[config.mk]
export PLATFORM = sky130hd
export DESIGN_NAME = grammar_token_scanner_core
export DESIGN_NICKNAME = d
export VERILOG_FILES = /design/src/rtl/core/gts_pkg.sv /design/src/rtl/core/gts_front.sv /design/src/rtl/core/gts_fifo.sv /design/src/rtl/core/gts_back.sv /design/src/rtl/core/grammar_token_scanner_core.sv
export SDC_FILE = /design/constraint.sdc
export NUM_CORES = 1
export LEC_CHECK = 0
export BUFFER_PORTS_ARGS = -buffer_cell sky130_fd_sc_hd__buf_2
export CAP_MARGIN = 20
export CORE_MARGIN = 2
export CORE_UTILIZATION = 29
export CTS_BUF_LIST = sky130_fd_sc_hd__clkbuf_8
export CTS_CLUSTER_SIZE = 12
export DETAILED_ROUTE_END_ITERATION = 10
export GPL_TIMING_DRIVEN = 1
export REMOVE_ABC_BUFFERS = 1
export SYNTH_ARGS = -nofsm -noshare
export SYNTH_HDL_FRONTEND = slang
export SYNTH_SLANG_ARGS = --single-unit
[constraint.sdc]
create_clock -name clk -period 11.6 [get_ports clk]
set_input_delay 0 -clock clk [delete_from_list [all_inputs] [get_ports clk]]
set_output_delay 0 -clock clk [all_outputs]
set_load 0.05 [all_outputs]
[src/rtl/core/gts_pkg.sv]
// Shared token and error codes and queue sizing for the grammar token scanner.
`default_nettype none

package gts_pkg;

  // Token kinds as seen on the result port
  typedef enum logic [2:0] {
    KIND_EOF    = 3'd0,
    KIND_IDENT  = 3'd1,
    KIND_EPS    = 3'd2,
    KIND_OR     = 3'd3,
    KIND_COLON  = 3'd4,
    KIND_SEMI   = 3'd5,
    KIND_QUOTED = 3'd6,
    KIND_ERROR  = 3'd7
  } kind_t;

  // Error kinds; the fourth code is unused
  typedef enum logic [1:0] {
    ERR_NONE  = 2'd0,
    ERR_CHAR  = 2'd1,
    ERR_QUOTE = 2'd2
  } err_t;

  // Entries between scanner and result serialiser (power of two)
  localparam int QUEUE_DEPTH = 4;

endpackage

`default_nettype wire

[src/rtl/core/gts_front.sv]
// Scanner front end: classifies each input word, tracks position and builds result entries.
`default_nettype none

module gts_front
  import gts_pkg::*;
#(
  parameter int OFFSET_BITS   = 32,
  parameter int POSITION_BITS = 16,
  localparam int RES_W   = 5 + OFFSET_BITS + 3 * POSITION_BITS,
  localparam int ENTRY_W = 1 + 2 * RES_W
) (
  input  wire logic               clk,
  input  wire logic               rst_n,
  input  wire logic               in_push,
  input  wire logic               in_mode,
  input  wire logic [7:0]         in_text_byte,
  input  wire logic               q_full,
  output logic                    q_wr,
  output logic [ENTRY_W-1:0]      q_data
);

  localparam int OB = OFFSET_BITS;
  localparam int PB = POSITION_BITS;

  localparam logic [7:0] CH_BAR   = 8'h7c;
  localparam logic [7:0] CH_COLON = 8'h3a;
  localparam logic [7:0] CH_SEMI  = 8'h3b;
  localparam logic [7:0] CH_SLASH = 8'h2f;
  localparam logic [7:0] CH_QUOTE = 8'h22;
  localparam logic [7:0] CH_UNDER = 8'h5f;
  localparam logic [7:0] CH_NL    = 8'h0a;
  localparam logic [7:0] CH_SPACE = 8'h20;
  localparam logic [7:0] CH_E     = 8'h45;

  // Keyword progress: 0..3 matched letters of EPS, KW_MISS once it cannot match
  localparam logic [2:0] KW_FULL = 3'd3;
  localparam logic [2:0] KW_MISS = 3'd7;

  typedef enum logic [2:0] {
    PH_IDLE, PH_IDENT, PH_SLASH, PH_COMMENT, PH_QUOTE, PH_DEAD, PH_DONE
  } phase_t;

  function automatic logic [7:0] kw_char(input logic [1:0] idx);
    logic [7:0] ch;
    case (idx)
      2'd0:    ch = 8'h45;
      2'd1:    ch = 8'h50;
      2'd2:    ch = 8'h53;
      default: ch = 8'h00;
    endcase
    return ch;
  endfunction

  function automatic logic is_alpha(input logic [7:0] ch);
    return (ch inside {[8'h61:8'h7a], [8'h41:8'h5a]});
  endfunction

  function automatic logic is_tail(input logic [7:0] ch);
    return is_alpha(ch) || (ch inside {[8'h30:8'h39]}) || (ch == CH_UNDER);
  endfunction

  phase_t          phase_r, phase_nxt;
  logic [OB-1:0]   off_r, off_nxt;
  logic [PB-1:0]   line_r, line_nxt;
  logic [PB-1:0]   col_r, col_nxt;
  logic [OB-1:0]   poff_r, poff_nxt;
  logic [PB-1:0]   pline_r, pline_nxt;
  logic [PB-1:0]   pcol_r, pcol_nxt;
  logic [PB-1:0]   plen_r, plen_nxt;
  logic [2:0]      kw_r, kw_nxt;

  logic            take;
  logic            is_end;
  logic [7:0]      ch;
  logic [PB-1:0]   plen_sat;

  // Between-token decision, shared by the idle phase and identifier end
  logic            idle_v;
  kind_t           idle_kind;
  err_t            idle_err;
  phase_t          idle_phase;
  logic            idle_step;
  logic            idle_mark;
  logic [2:0]      idle_kw;

  // Scan decisions
  logic            use_idle;
  logic            step;
  logic            mark;
  logic            plen_inc;
  logic            r0_v;
  kind_t           r0_kind;
  err_t            r0_err;
  logic [OB-1:0]   r0_off;
  logic [PB-1:0]   r0_len;
  logic [PB-1:0]   r0_line;
  logic [PB-1:0]   r0_col;
  logic            r1_v;
  logic [RES_W-1:0] res0, res1;

  assign take     = in_push & ~q_full;
  assign is_end   = in_mode;
  assign ch       = in_text_byte;
  assign plen_sat = plen_r + PB'(plen_r != '1);

  // Classify a word seen between tokens
  always_comb begin
    idle_v     = 1'b0;
    idle_kind  = KIND_EOF;
    idle_err   = ERR_NONE;
    idle_phase = PH_IDLE;
    idle_step  = 1'b0;
    idle_mark  = 1'b0;
    idle_kw    = kw_r;
    if (is_end) begin
      idle_v     = 1'b1;
      idle_phase = PH_DONE;
    end else if (is_alpha(ch)) begin
      idle_mark  = 1'b1;
      idle_step  = 1'b1;
      idle_kw    = (ch == CH_E) ? 3'd1 : KW_MISS;
      idle_phase = PH_IDENT;
    end else begin
      case (ch)
        CH_BAR: begin
          idle_v    = 1'b1;
          idle_kind = KIND_OR;
          idle_step = 1'b1;
        end
        CH_COLON: begin
          idle_v    = 1'b1;
          idle_kind = KIND_COLON;
          idle_step = 1'b1;
        end
        CH_SEMI: begin
          idle_v    = 1'b1;
          idle_kind = KIND_SEMI;
          idle_step = 1'b1;
        end
        CH_SLASH: begin
          idle_mark  = 1'b1;
          idle_step  = 1'b1;
          idle_phase = PH_SLASH;
        end
        CH_QUOTE: begin
          idle_mark  = 1'b1;
          idle_step  = 1'b1;
          idle_phase = PH_QUOTE;
        end
        CH_SPACE, CH_NL: begin
          idle_step = 1'b1;
        end
        default: begin
          idle_v     = 1'b1;
          idle_kind  = KIND_ERROR;
          idle_err   = ERR_CHAR;
          idle_phase = PH_DEAD;
        end
      endcase
    end
  end

  // Phase handling; the first result is a pending token, an error or an end marker
  always_comb begin
    phase_nxt = phase_r;
    kw_nxt    = kw_r;
    use_idle  = 1'b0;
    step      = 1'b0;
    mark      = 1'b0;
    plen_inc  = 1'b0;
    r0_v      = 1'b0;
    r0_kind   = KIND_EOF;
    r0_err    = ERR_NONE;
    r0_off    = poff_r;
    r0_len    = PB'(1);
    r0_line   = pline_r;
    r0_col    = pcol_r;
    case (phase_r)
      PH_IDLE: begin
        use_idle = 1'b1;
      end
      PH_IDENT: begin
        if (!is_end && is_tail(ch)) begin
          kw_nxt   = (kw_r < KW_FULL && ch == kw_char(kw_r[1:0])) ? kw_r + 3'd1 : KW_MISS;
          plen_inc = 1'b1;
          step     = 1'b1;
        end else begin
          r0_v     = 1'b1;
          r0_kind  = (kw_r == KW_FULL) ? KIND_EPS : KIND_IDENT;
          r0_len   = plen_r;
          use_idle = 1'b1;
        end
      end
      PH_SLASH: begin
        if (!is_end && ch == CH_SLASH) begin
          step      = 1'b1;
          phase_nxt = PH_COMMENT;
        end else begin
          r0_v      = 1'b1;
          r0_kind   = KIND_ERROR;
          r0_err    = ERR_CHAR;
          phase_nxt = PH_DEAD;
        end
      end
      PH_COMMENT: begin
        if (is_end) begin
          r0_v      = 1'b1;
          r0_off    = off_r;
          r0_line   = line_r;
          r0_col    = col_r;
          phase_nxt = PH_DONE;
        end else begin
          step = 1'b1;
          if (ch == CH_NL) begin
            phase_nxt = PH_IDLE;
          end
        end
      end
      PH_QUOTE: begin
        if (is_end || ch == CH_NL) begin
          r0_v      = 1'b1;
          r0_kind   = KIND_ERROR;
          r0_err    = ERR_QUOTE;
          phase_nxt = PH_DEAD;
        end else begin
          plen_inc = 1'b1;
          step     = 1'b1;
          if (ch == CH_QUOTE) begin
            r0_v      = 1'b1;
            r0_kind   = KIND_QUOTED;
            r0_len    = plen_sat;
            phase_nxt = PH_IDLE;
          end
        end
      end
      PH_DONE: begin
        if (is_end) begin
          r0_v    = 1'b1;
          r0_off  = off_r;
          r0_line = line_r;
          r0_col  = col_r;
        end
      end
      default: begin
      end
    endcase
    if (use_idle) begin
      phase_nxt = idle_phase;
      kw_nxt    = idle_kw;
      step      = idle_step;
      mark      = idle_mark;
    end
  end

  assign r1_v = use_idle & idle_v;

  // Position and pending-token counters, all saturating
  always_comb begin
    off_nxt   = off_r;
    line_nxt  = line_r;
    col_nxt   = col_r;
    poff_nxt  = poff_r;
    pline_nxt = pline_r;
    pcol_nxt  = pcol_r;
    plen_nxt  = plen_r;
    if (mark) begin
      poff_nxt  = off_r;
      pline_nxt = line_r;
      pcol_nxt  = col_r;
      plen_nxt  = PB'(1);
    end
    if (plen_inc) begin
      plen_nxt = plen_sat;
    end
    if (step) begin
      off_nxt = off_r + OB'(off_r != '1);
      if (ch == CH_NL) begin
        line_nxt = line_r + PB'(line_r != '1);
        col_nxt  = '0;
      end else begin
        col_nxt = col_r + PB'(col_r != '1);
      end
    end
  end

  // Pack results into one queue entry; the idle result is second when both are present
  assign res0 = {r0_kind, r0_err, r0_off, r0_len, r0_line, r0_col};
  assign res1 = {idle_kind, idle_err, off_r, PB'(1), line_r, col_r};

  always_comb begin
    if (r0_v) begin
      q_data = {r1_v, res1, res0};
    end else begin
      q_data = {1'b0, res1, res1};
    end
  end

  assign q_wr = take & (r0_v | r1_v);

  // Scanner state
  always_ff @(posedge clk) begin
    if (!rst_n) begin
      phase_r <= PH_IDLE;
      off_r   <= '0;
      line_r  <= '0;
      col_r   <= '0;
      poff_r  <= '0;
      pline_r <= '0;
      pcol_r  <= '0;
      plen_r  <= '0;
      kw_r    <= '0;
    end else if (take) begin
      phase_r <= phase_nxt;
      off_r   <= off_nxt;
      line_r  <= line_nxt;
      col_r   <= col_nxt;
      poff_r  <= poff_nxt;
      pline_r <= pline_nxt;
      pcol_r  <= pcol_nxt;
      plen_r  <= plen_nxt;
      kw_r    <= kw_nxt;
    end
  end

endmodule

`default_nettype wire

[src/rtl/core/gts_fifo.sv]
// Short entry queue between the scanner and the result serialiser.
`default_nettype none

module gts_fifo
  import gts_pkg::*;
#(
  parameter int WIDTH = 8
) (
  input  wire logic             clk,
  input  wire logic             rst_n,
  input  wire logic             wr_en,
  input  wire logic [WIDTH-1:0] wr_data,
  output logic                  full,
  input  wire logic             rd_en,
  output logic [WIDTH-1:0]      rd_data,
  output logic                  empty
);

  localparam int AW = $clog2(QUEUE_DEPTH);

  logic [WIDTH-1:0] mem_r [QUEUE_DEPTH];
  logic [AW-1:0]    wptr_r;
  logic [AW-1:0]    rptr_r;
  logic [AW:0]      cnt_r, cnt_nxt;
  logic             do_wr;
  logic             do_rd;

  assign full    = (cnt_r == (AW + 1)'(QUEUE_DEPTH));
  assign empty   = (cnt_r == '0);
  assign do_wr   = wr_en & ~full;
  assign do_rd   = rd_en & ~empty;
  assign rd_data = mem_r[rptr_r];

  // Occupancy
  always_comb begin
    case ({do_wr, do_rd})
      2'b10:   cnt_nxt = cnt_r + (AW + 1)'(1);
      2'b01:   cnt_nxt = cnt_r - (AW + 1)'(1);
      default: cnt_nxt = cnt_r;
    endcase
  end

  // Storage
  always_ff @(posedge clk) begin
    if (do_wr) begin
      mem_r[wptr_r] <= wr_data;
    end
  end

  // Pointers
  always_ff @(posedge clk) begin
    if (!rst_n) begin
      wptr_r <= '0;
      rptr_r <= '0;
      cnt_r  <= '0;
    end else begin
      if (do_wr) begin
        wptr_r <= wptr_r + AW'(1);
      end
      if (do_rd) begin
        rptr_r <= rptr_r + AW'(1);
      end
      cnt_r <= cnt_nxt;
    end
  end

endmodule

`default_nettype wire

[src/rtl/core/gts_back.sv]
// Result back end: hands out the one or two results of each queue entry, oldest first.
`default_nettype none

module gts_back #(
  parameter int OFFSET_BITS   = 32,
  parameter int POSITION_BITS = 16,
  localparam int RES_W   = 5 + OFFSET_BITS + 3 * POSITION_BITS,
  localparam int ENTRY_W = 1 + 2 * RES_W
) (
  input  wire logic                     clk,
  input  wire logic                     rst_n,
  input  wire logic                     q_empty,
  input  wire logic [ENTRY_W-1:0]       q_data,
  output logic                          q_rd,
  output logic                          out_empty,
  input  wire logic                     out_pop,
  output logic [2:0]                    out_token_kind,
  output logic [1:0]                    out_error_kind,
  output logic [OFFSET_BITS-1:0]        out_start_offset,
  output logic [POSITION_BITS-1:0]      out_token_length,
  output logic [POSITION_BITS-1:0]      out_start_line,
  output logic [POSITION_BITS-1:0]      out_start_column,
  output logic                          out_last
);

  localparam int PB = POSITION_BITS;

  logic             sel_r, sel_nxt;
  logic             two;
  logic             pop_ok;
  logic [RES_W-1:0] res;

  assign two    = q_data[ENTRY_W-1];
  assign res    = sel_r ? q_data[2*RES_W-1:RES_W] : q_data[RES_W-1:0];
  assign pop_ok = out_pop & ~q_empty;

  // Release the entry once its final word is taken
  assign q_rd    = pop_ok & (~two | sel_r);
  assign sel_nxt = pop_ok ? (two & ~sel_r) : sel_r;

  assign out_empty        = q_empty;
  assign out_last         = ~two | sel_r;
  assign out_token_kind   = res[RES_W-1 -: 3];
  assign out_error_kind   = res[RES_W-4 -: 2];
  assign out_start_offset = res[3*PB +: OFFSET_BITS];
  assign out_token_length = res[2*PB +: PB];
  assign out_start_line   = res[PB +: PB];
  assign out_start_column = res[0 +: PB];

  always_ff @(posedge clk) begin
    if (!rst_n) begin
      sel_r <= 1'b0;
    end else begin
      sel_r <= sel_nxt;
    end
  end

endmodule

`default_nettype wire

[src/rtl/core/grammar_token_scanner_core.sv]
// Results: an accepted word's results enter the result queue as the word is taken.
// Throughput: one word per cycle while words yield at most one result each; a word that
// ends an identifier and is a bar, colon, semicolon, end word or bad character yields two,
// which take two pops. The scanner stalls only when the four-entry result queue is full.
// Reset: synchronous, active low; clears position counters, scanner phase and the queue.
`default_nettype none

module grammar_token_scanner_core
  import gts_pkg::*;
#(
  parameter int OFFSET_BITS   = 32,
  parameter int POSITION_BITS = 16
) (
  input  wire logic                     clk,
  input  wire logic                     rst_n,
  input  wire logic                     in_push,
  output logic                          in_full,
  input  wire logic                     in_mode,
  input  wire logic [7:0]               in_text_byte,
  output logic                          out_empty,
  input  wire logic                     out_pop,
  output logic [2:0]                    out_token_kind,
  output logic [1:0]                    out_error_kind,
  output logic [OFFSET_BITS-1:0]        out_start_offset,
  output logic [POSITION_BITS-1:0]      out_token_length,
  output logic [POSITION_BITS-1:0]      out_start_line,
  output logic [POSITION_BITS-1:0]      out_start_column,
  output logic                          out_last
);

  localparam int RES_W   = 5 + OFFSET_BITS + 3 * POSITION_BITS;
  localparam int ENTRY_W = 1 + 2 * RES_W;

  logic               q_wr;
  logic               q_full;
  logic               q_rd;
  logic               q_empty;
  logic [ENTRY_W-1:0] q_wdata;
  logic [ENTRY_W-1:0] q_rdata;

  assign in_full = q_full;

  // Front: scanner
  gts_front #(
    .OFFSET_BITS   (OFFSET_BITS),
    .POSITION_BITS (POSITION_BITS)
  ) u_front (
    .clk          (clk),
    .rst_n        (rst_n),
    .in_push      (in_push),
    .in_mode      (in_mode),
    .in_text_byte (in_text_byte),
    .q_full       (q_full),
    .q_wr         (q_wr),
    .q_data       (q_wdata)
  );

  // Entry queue
  gts_fifo #(
    .WIDTH (ENTRY_W)
  ) u_fifo (
    .clk     (clk),
    .rst_n   (rst_n),
    .wr_en   (q_wr),
    .wr_data (q_wdata),
    .full    (q_full),
    .rd_en   (q_rd),
    .rd_data (q_rdata),
    .empty   (q_empty)
  );

  // Back: result serialiser
  gts_back #(
    .OFFSET_BITS   (OFFSET_BITS),
    .POSITION_BITS (POSITION_BITS)
  ) u_back (
    .clk              (clk),
    .rst_n            (rst_n),
    .q_empty          (q_empty),
    .q_data           (q_rdata),
    .q_rd             (q_rd),
    .out_empty        (out_empty),
    .out_pop          (out_pop),
    .out_token_kind   (out_token_kind),
    .out_error_kind   (out_error_kind),
    .out_start_offset (out_start_offset),
    .out_token_length (out_token_length),
    .out_start_line   (out_start_line),
    .out_start_column (out_start_column),
    .out_last         (out_last)
  );

endmodule

`default_nettype wire

======== Word-level counts from Yosys, hierarchy flattened ========
Memory sizes are Yosys's and may differ from the RTL's. A register that Yosys moved wholly into a read port is not among the register bits.
Index checks and enable logic that the tools add are counted.
word-level totals
  bits in registers ....................... 158
  memory bits (writable) .................. 684
  bits of input ports ..................... 13
  output and inout bits ................... 88
  logic and storage cells ................. 182
  memories kept ........................... 1
operators by class
  add/subtract/negate cells ............... 9
  order comparisons ....................... 7
  equality and inequality tests ........... 29
  multiplexer cells ....................... 79
  bitwise logic cells ..................... 14
  reductions and logical operators ........ 30
memories
  name          words  width  rd ports  clocked after Yosys merged registers in  write ports  RTL line        text
  u_fifo.mem_r  4      171    1         1                                        1            gts_fifo.sv:21  logic [WIDTH-1:0] mem_r [QUEUE_DEPTH];
operator list
  kind                                                                               count
  171-bit 2-to-1 mux                                                                 1
  16-bit 2-to-1 mux                                                                  10
  85-bit 2-to-1 mux                                                                  1
  32-bit 2-to-1 mux                                                                  2
  3-bit 2-to-1 mux                                                                   21
  16-bit by 1-bit adder with 16-bit output                                           3
  16-bit inequality test (second input constant)                                     3
  8-bit by 6-bit == test with 1-bit output (second input constant)                   5
  32-bit by 1-bit adder with 32-bit output                                           1
  32-bit inequality test (second input constant)                                     1
  16-bit case mux with 2 select lines                                                1
  3-bit case mux with 3 select lines                                                 3
  8-bit by 7-bit == test with 1-bit output (second input constant)                   3
  1-bit 2-to-1 mux                                                                   24
  7-bit case mux with 3 select lines                                                 1
  8-bit by 7-bit >= comparator with 1-bit output (second input constant)             2
  8-bit by 7-bit less-or-equal comparator with 1-bit output (second input constant)  2
  8-bit 2-to-1 mux                                                                   2
  2-bit 2-to-1 mux                                                                   6
  3-bit case mux with 4 select lines                                                 1
  2-bit nonzero test                                                                 5
  3-bit by 2-bit == test with 1-bit output (second input constant)                   3
  3-bit == test (second input constant)                                              3
  1-bit AND                                                                          8
  34 further kinds                                                                   56

======== Logic depth before layout (Yosys ltp) ========
  depth after elaboration ................. 14
  gate-level depth with buffers ........... 15
  gate-level depth less buffers ........... 13

======== By module ========
A second synthesis with hierarchy kept.
second synthesis, totals
  cell total of the unflattened synthesis .. 2199
  area total of the unflattened synthesis .. 35569.1 um2
by module, submodules not included
  module     instances  cells an instance  area each (um2)  seq. area each (um2)
  gts_fifo   1          947                25124.1          20719.9
  gts_front  1          1149               9078.7           3002.9
  gts_back   1          103                1366.3           20.0

======== Worst setup path after synthesis ========
OpenSTA, ideal clock, no wires.
  path type ............................... input -> register
  start point ............................. input in_text_byte[3]
  end point ............................... memory u_fifo.mem_r[0][0] (netlist name) (enable)
  setup time .............................. 0.532 ns
  data arrival time ....................... 5.179 ns
  data required time ...................... 11.068 ns
  path slack .............................. 5.888 ns
  cell stages on the path ................. 7
  buffers on the path ..................... 1
  cells stage by stage .................... buf_6 -> or4_4 -> o22a_4 -> a22o_4 -> o211ai_4 -> o21a_1 -> and2_1
between the ends
  cells in the longest elaborated chain, start to end .. 14
  elaborated cells on any way between the ends .. 36
  those cells by class .................... 6 x order compare; 5 x eq/ne; 11 x mux; 4 x bitwise; 10 x reduce/logical
ends and longest elaborated chain
  element                                                                                                                             RTL line                          text
  from (decl)                                                                                                                         grammar_token_scanner_core.sv:19  input wire logic [7:0] in_text_byte,
  8-bit by 7-bit >= comparator with 1-bit output / 8-bit by 7-bit less-or-equal comparator with 1-bit output (equally long branches)  gts_front.sv:55                   return (ch inside {[8'h61:8'h7a], [8'h41:8'h5a]});
  1-bit logical AND                                                                                                                   gts_front.sv:55
  2-bit nonzero test                                                                                                                  gts_front.sv:55
  1-bit logical OR (2 in a row)                                                                                                       gts_front.sv:59                   return is_alpha(ch) || (ch inside {[8'h30:8'h39]}) || (ch == CH_UNDER);
  1-bit logical AND                                                                                                                   gts_front.sv:183                  if (!is_end && is_tail(ch)) begin
  1-bit 2-to-1 mux                                                                                                                    gts_front.sv:183
  1-bit case mux with 2 select lines                                                                                                  gts_front.sv:178                  case (phase_r)
  1-bit AND                                                                                                                           gts_front.sv:255                  assign r1_v = use_idle & idle_v;
  1-bit bitwise OR (*)                                                                                                                gts_front.sv:298                  assign q_wr = take & (r0_v | r1_v);
  1-bit AND (*)                                                                                                                       gts_front.sv:298
  1-bit AND (*)                                                                                                                       gts_fifo.sv:30                    assign do_wr = wr_en & ~full;
  1-bit 2-to-1 mux (*)                                                                                                                gts_fifo.sv:45                    if (do_wr) begin
  1-bit 2-to-1 mux (implied by the code) (*)                                                                                          gts_fifo.sv:46                    mem_r[wptr_r] <= wr_data;
  to (decl)                                                                                                                           gts_fifo.sv:21
Every way passes the cells marked *; elsewhere a longest branch is shown, timed or not.

======== Worst setup path in the final report ========
  start point ............................. register u_front.phase_r[0]
  end point ............................... memory u_fifo.mem_r[2][9] (netlist name) (enable)
between the ends
  cells in the longest elaborated chain, start to end .. 8
  elaborated cells on any way between the ends .. 15
  those cells by class .................... 5 x eq/ne; 4 x mux; 4 x bitwise; 2 x reduce/logical
ends and longest elaborated chain
  element                                                                                    RTL line                            text
  from (decl)                                                                                gts_front.sv:62                     phase_t phase_r, phase_nxt;
  from (signal assigned)                                                                     gts_front.sv:313                    phase_r <= phase_nxt;
  3-bit by 2-bit == test with 1-bit output, or another cell as far along                     gts_front.sv:178
  2-bit OR reduction (no line) / 1-bit case mux with 2 select lines (equally long branches)  --
  1-bit case mux with 4 select lines / 1-bit AND (equally long branches)                     gts_front.sv:178, gts_front.sv:255
  1-bit bitwise OR (*)                                                                       gts_front.sv:298
  1-bit AND (*)                                                                              gts_front.sv:298
  1-bit AND (*)                                                                              gts_fifo.sv:30
  1-bit 2-to-1 mux (*)                                                                       gts_fifo.sv:45
  1-bit 2-to-1 mux (implied by the code) (*)                                                 gts_fifo.sv:46
Marked as above.

==> reports/results.txt <==
Among the stages of the critical path, the cell type that occurs most often is buf_4. Clock tree synthesis inserted a total of 119 buffers. Clock tree synthesis found a total of 776 sinks. The floorplan step defined a die boundary enclosing 116000 um^2. The via-per-instance ratio came out at 4.80. The max-slew violation count is 0.

The clock skew was 0.0428 ns. The clock passes through at most 3 buffers. The number of synthesized register bits is 776. Traced cell by cell, the critical path runs through nor3b_1, o2111ai_1, o211a_1, o211ai_4, o21a_1, and2_4, buf_4, buf_4. The via count of the first global-routing pass came out at 19470.

The kind of cell with the highest combined delay along the critical path is buffers and inverters. The cell sitting at the root of the clock tree is a clkbuf_8. Power spread over the standard cell area amounts to 211 nW/um^2. The commonest register cell after synthesis is edfxtp_1.

The detailed router finished its first iteration with 1453 violations. Global route total overflow: 0. The tools report the floorplan core area as 113000 um^2. The required time of the critical path was 11.93 ns. STA classifies the critical path startpoint as a flip-flop. The slowest cell on the critical path was buf_4. After clock tree synthesis, the setup repair step added 0 buffers. The die width works out to 341 um.

Setup violations remaining at the end of the flow were counted as 0. The worst slack at placement was 6.79 ns; the global-route wire length before repair was 116000 um. The tools report the initial antenna violation count as 4. In this run the static leakage power is 12.7 nW.

Port buffering added 100 buffers. In this run, synthesis inferred 616 flip-flops with an integrated enable. For this run, the number of Yosys warnings is 0.

For this run, asynchronously set or reset flops after synthesis account for 0%. Setup slack closes at 6.98 ns. Along the worst path, the maximum fanout reaches 57.

The class of the worst hold path is in2reg. The critical path capture point type is a flip-flop. Once detail routing completed, the nets flagged for antenna violations numbered 0.

The number of buffer and inverter instances along the worst setup path was 2; the total of max-cap violations was 0. The run gives 0 ns as the accumulated negative setup slack. The chip height works out to 341 um. The run gives 155 as the largest net degree at the start of global routing. The count of endpoints failing hold in the final timing report is 0, and the area growth from synthesis to layout is 13.6%.

Data on the critical path arrives at its endpoint at 4.95 ns. The share of the clock period used by the worst path came out at 39.8%. Counting every instance in the synthesized netlist gives 2285. The tools report the number of top-level design ports as 101.

Once detailed placement completed, the half-perimeter wirelength came to 42700 um. Setup repair after global routing left no endpoint under its margin. Detailed routing inserted a total of 19215 vias. Setup slack on the worst reg-to-reg path comes out at 6.98 ns.

The shortest clock period the worst path allows after layout came out at 4.62 ns. For the number of nets in the final layout, the log shows 2429. The clock slew seen by the registers of the worst setup and hold paths was 0.06 ns.

The logs give 0 for the number of remaining DRC errors and 0.151 mV for the peak ir drop on the vdd network. TritonCTS built the clock tree. The weighted congestion reported at the end of routability-driven placement came out at 0.792.

The highest cell delay on the worst timing path is 0.82 ns. The non-filler instance count after layout came out at 4001. The run finished with clean final reports. The transition time at the pin with the least slew margin was 1.11 ns; the clock network latency to the later pin of the worst-skew pair was 0.74 ns.

The logs give 26.0% for the max-slew headroom at the worst pin and 29.3% for the initial core utilization. Each instance of the synthesized netlist takes up on average 14.4 um^2. Global routing consumed, over all layers together, 12.9% of the routing resources. Before antenna repair, the detailed router went through 5 iterations.

Critical setup path kind: reg2reg. Sequential cells were found to cover 65.8% of the synthesized design area. Proportion of layout cells with a drive suffix above 1: 21.4%. Based on the critical path, the design can be clocked at up to 216 MHz. The worst-case hold slack was 0.188 ns.

The routed length per placed instance came out at 19.1 um. The wire length reported by the detailed router was 76200 um; the count of standard-cell rows was 123. The clock tree synthesis step divided the H-tree into 3 levels.

The cell count after placement was 3763; the post-synthesis instance area was 33000 um^2. The run gives 76 as the number of distinct library cells after synthesis.
power breakdown:
group	leakage (nW)	switching (mW)	internal [mW]	total, mW
registers	7.25	0.112	3.34	3.45
clock network	1.42	1.05	1.17	2.22
logic	4.06	1.56	0.676	2.23
total	12.7	2.72	5.19	7.90
per-stage QoR:
step / total power [mW] / area (um^2) / util (%)
CTS: 8.04 / 37400 / 33.2
global placement: 5.79 / 34900 / 31.0
global route: 8.28 / 37400 / 33.2
detailed placement: 5.81 / 34900 / 31.0
floorplan: 5.24 / 32300 / -
finish: 7.90 / 37400 / 33.2
path summary, 6_finish.rpt:
| check | start | endpoint | cells after the start |
|---|---|---|---|
| worst max-delay path | u_front.phase_r[0] | u_fifo.mem_r[2][9] | 8 |
| worst min-delay path | out_pop | u_back.sel_r | 5 |
| worst max register to register | u_front.phase_r[0] | u_fifo.mem_r[2][9] | 8 |
| worst min register to register | u_front.pcol_r[2] | u_front.pcol_r[2] | 2 |
placed cells by master (no fill, tap or decap), types with 53 or more instances in the layout:
master,synthesis,layout
buf_2,12,100
mux2_4,60,60
inv_1,22,72
nand2_1,455,455
dfxtp_1,160,157
edfxtp_1,616,616
nand2b_1,53,53
clkbuf_8,0,144
a21oi_1,144,144
mux4_2,154,154
Yosys cell counts (all sizes together) (45+ instances only):
cell type / number / share of area [%]
a21oi: 144 / 2.2
buf: 54 / 1.0
clkbuf: 93 / 1.1
dfxtp: 160 / 9.7
edfxtp: 616 / 56
mux2: 64 / 2.9
mux2i: 49 / 1.5
mux4: 154 / 11
nand2: 455 / 5.2
nand2b: 53 / 1.0
nand3: 48 / 0.73
nor2: 45 / 0.51
cells by family after synthesis:
kind of cell             count (synthesis)  share of synthesized area [%]
flip-flops                             776                           65.8
AO/OA/AOI/OAI                          288                           5.44
AND/OR/NAND/NOR                        755                           10.5
adder cells (fa/ha/maj)                 18                          0.706
buffers and inverters                  171                           2.35
XOR/XNOR                                10                          0.266
multiplexers                           267                           14.9
metal layers:
metal / vias up / share of wire (%) / global-route usage, %
li1: 8895 / - / -
met1: 9823 / 45 / 17.1
met2: 409 / 49 / 21.6
met3: 88 / 4.7 / 2.26
met4: 0 / 1.7 / 3.69
met5: - / 0 / 0
flip-flops by register name (all words and copies together), names as in the netlist, named ones only:
register / flops
u_front.col_r: 16
u_front.pline_r: 16
u_front.phase_r: 3
u_front.poff_r: 32
u_front.line_r: 16
u_back.sel_r: 1
u_front.plen_r: 16
u_fifo.rptr_r: 2
u_fifo.mem_r: 616
u_fifo.wptr_r: 2
u_front.off_r: 32
u_front.pcol_r: 16
u_fifo.cnt_r: 3
u_front.kw_r: 3
layout make-up:
| type | count | area [um^2] |
|---|---|---|
| well taps | 1500 | 1880 |
| flip-flops and latches | 776 | 21700 |
| multi-input cells | 1338 | 10500 |
| clock buffers | 144 | 1980 |
| diodes | 2 | 5.00 |
| repair buffers | 139 | 848 |
| inverters | 24 | 92.6 |
| fillers | 11108 | 75200 |
| clock inverters | 78 | 410 |
worst register-to-register path: stages, from the launching register on:
cell,delay (ns)
dfxtp_1,0.50
nor3b_1,0.45
o2111ai_1,0.19
o211a_1,0.21
o211ai_4,0.15
o21a_1,0.34
and2_4,0.81
buf_4,0.83
buf_4,0.71
repair_timing:
action	in CTS	in global routing
hold buffers	12	0
resized for setup	0	0
hold endpoints to repair	64	0
(Power assumes the default switching activity.)
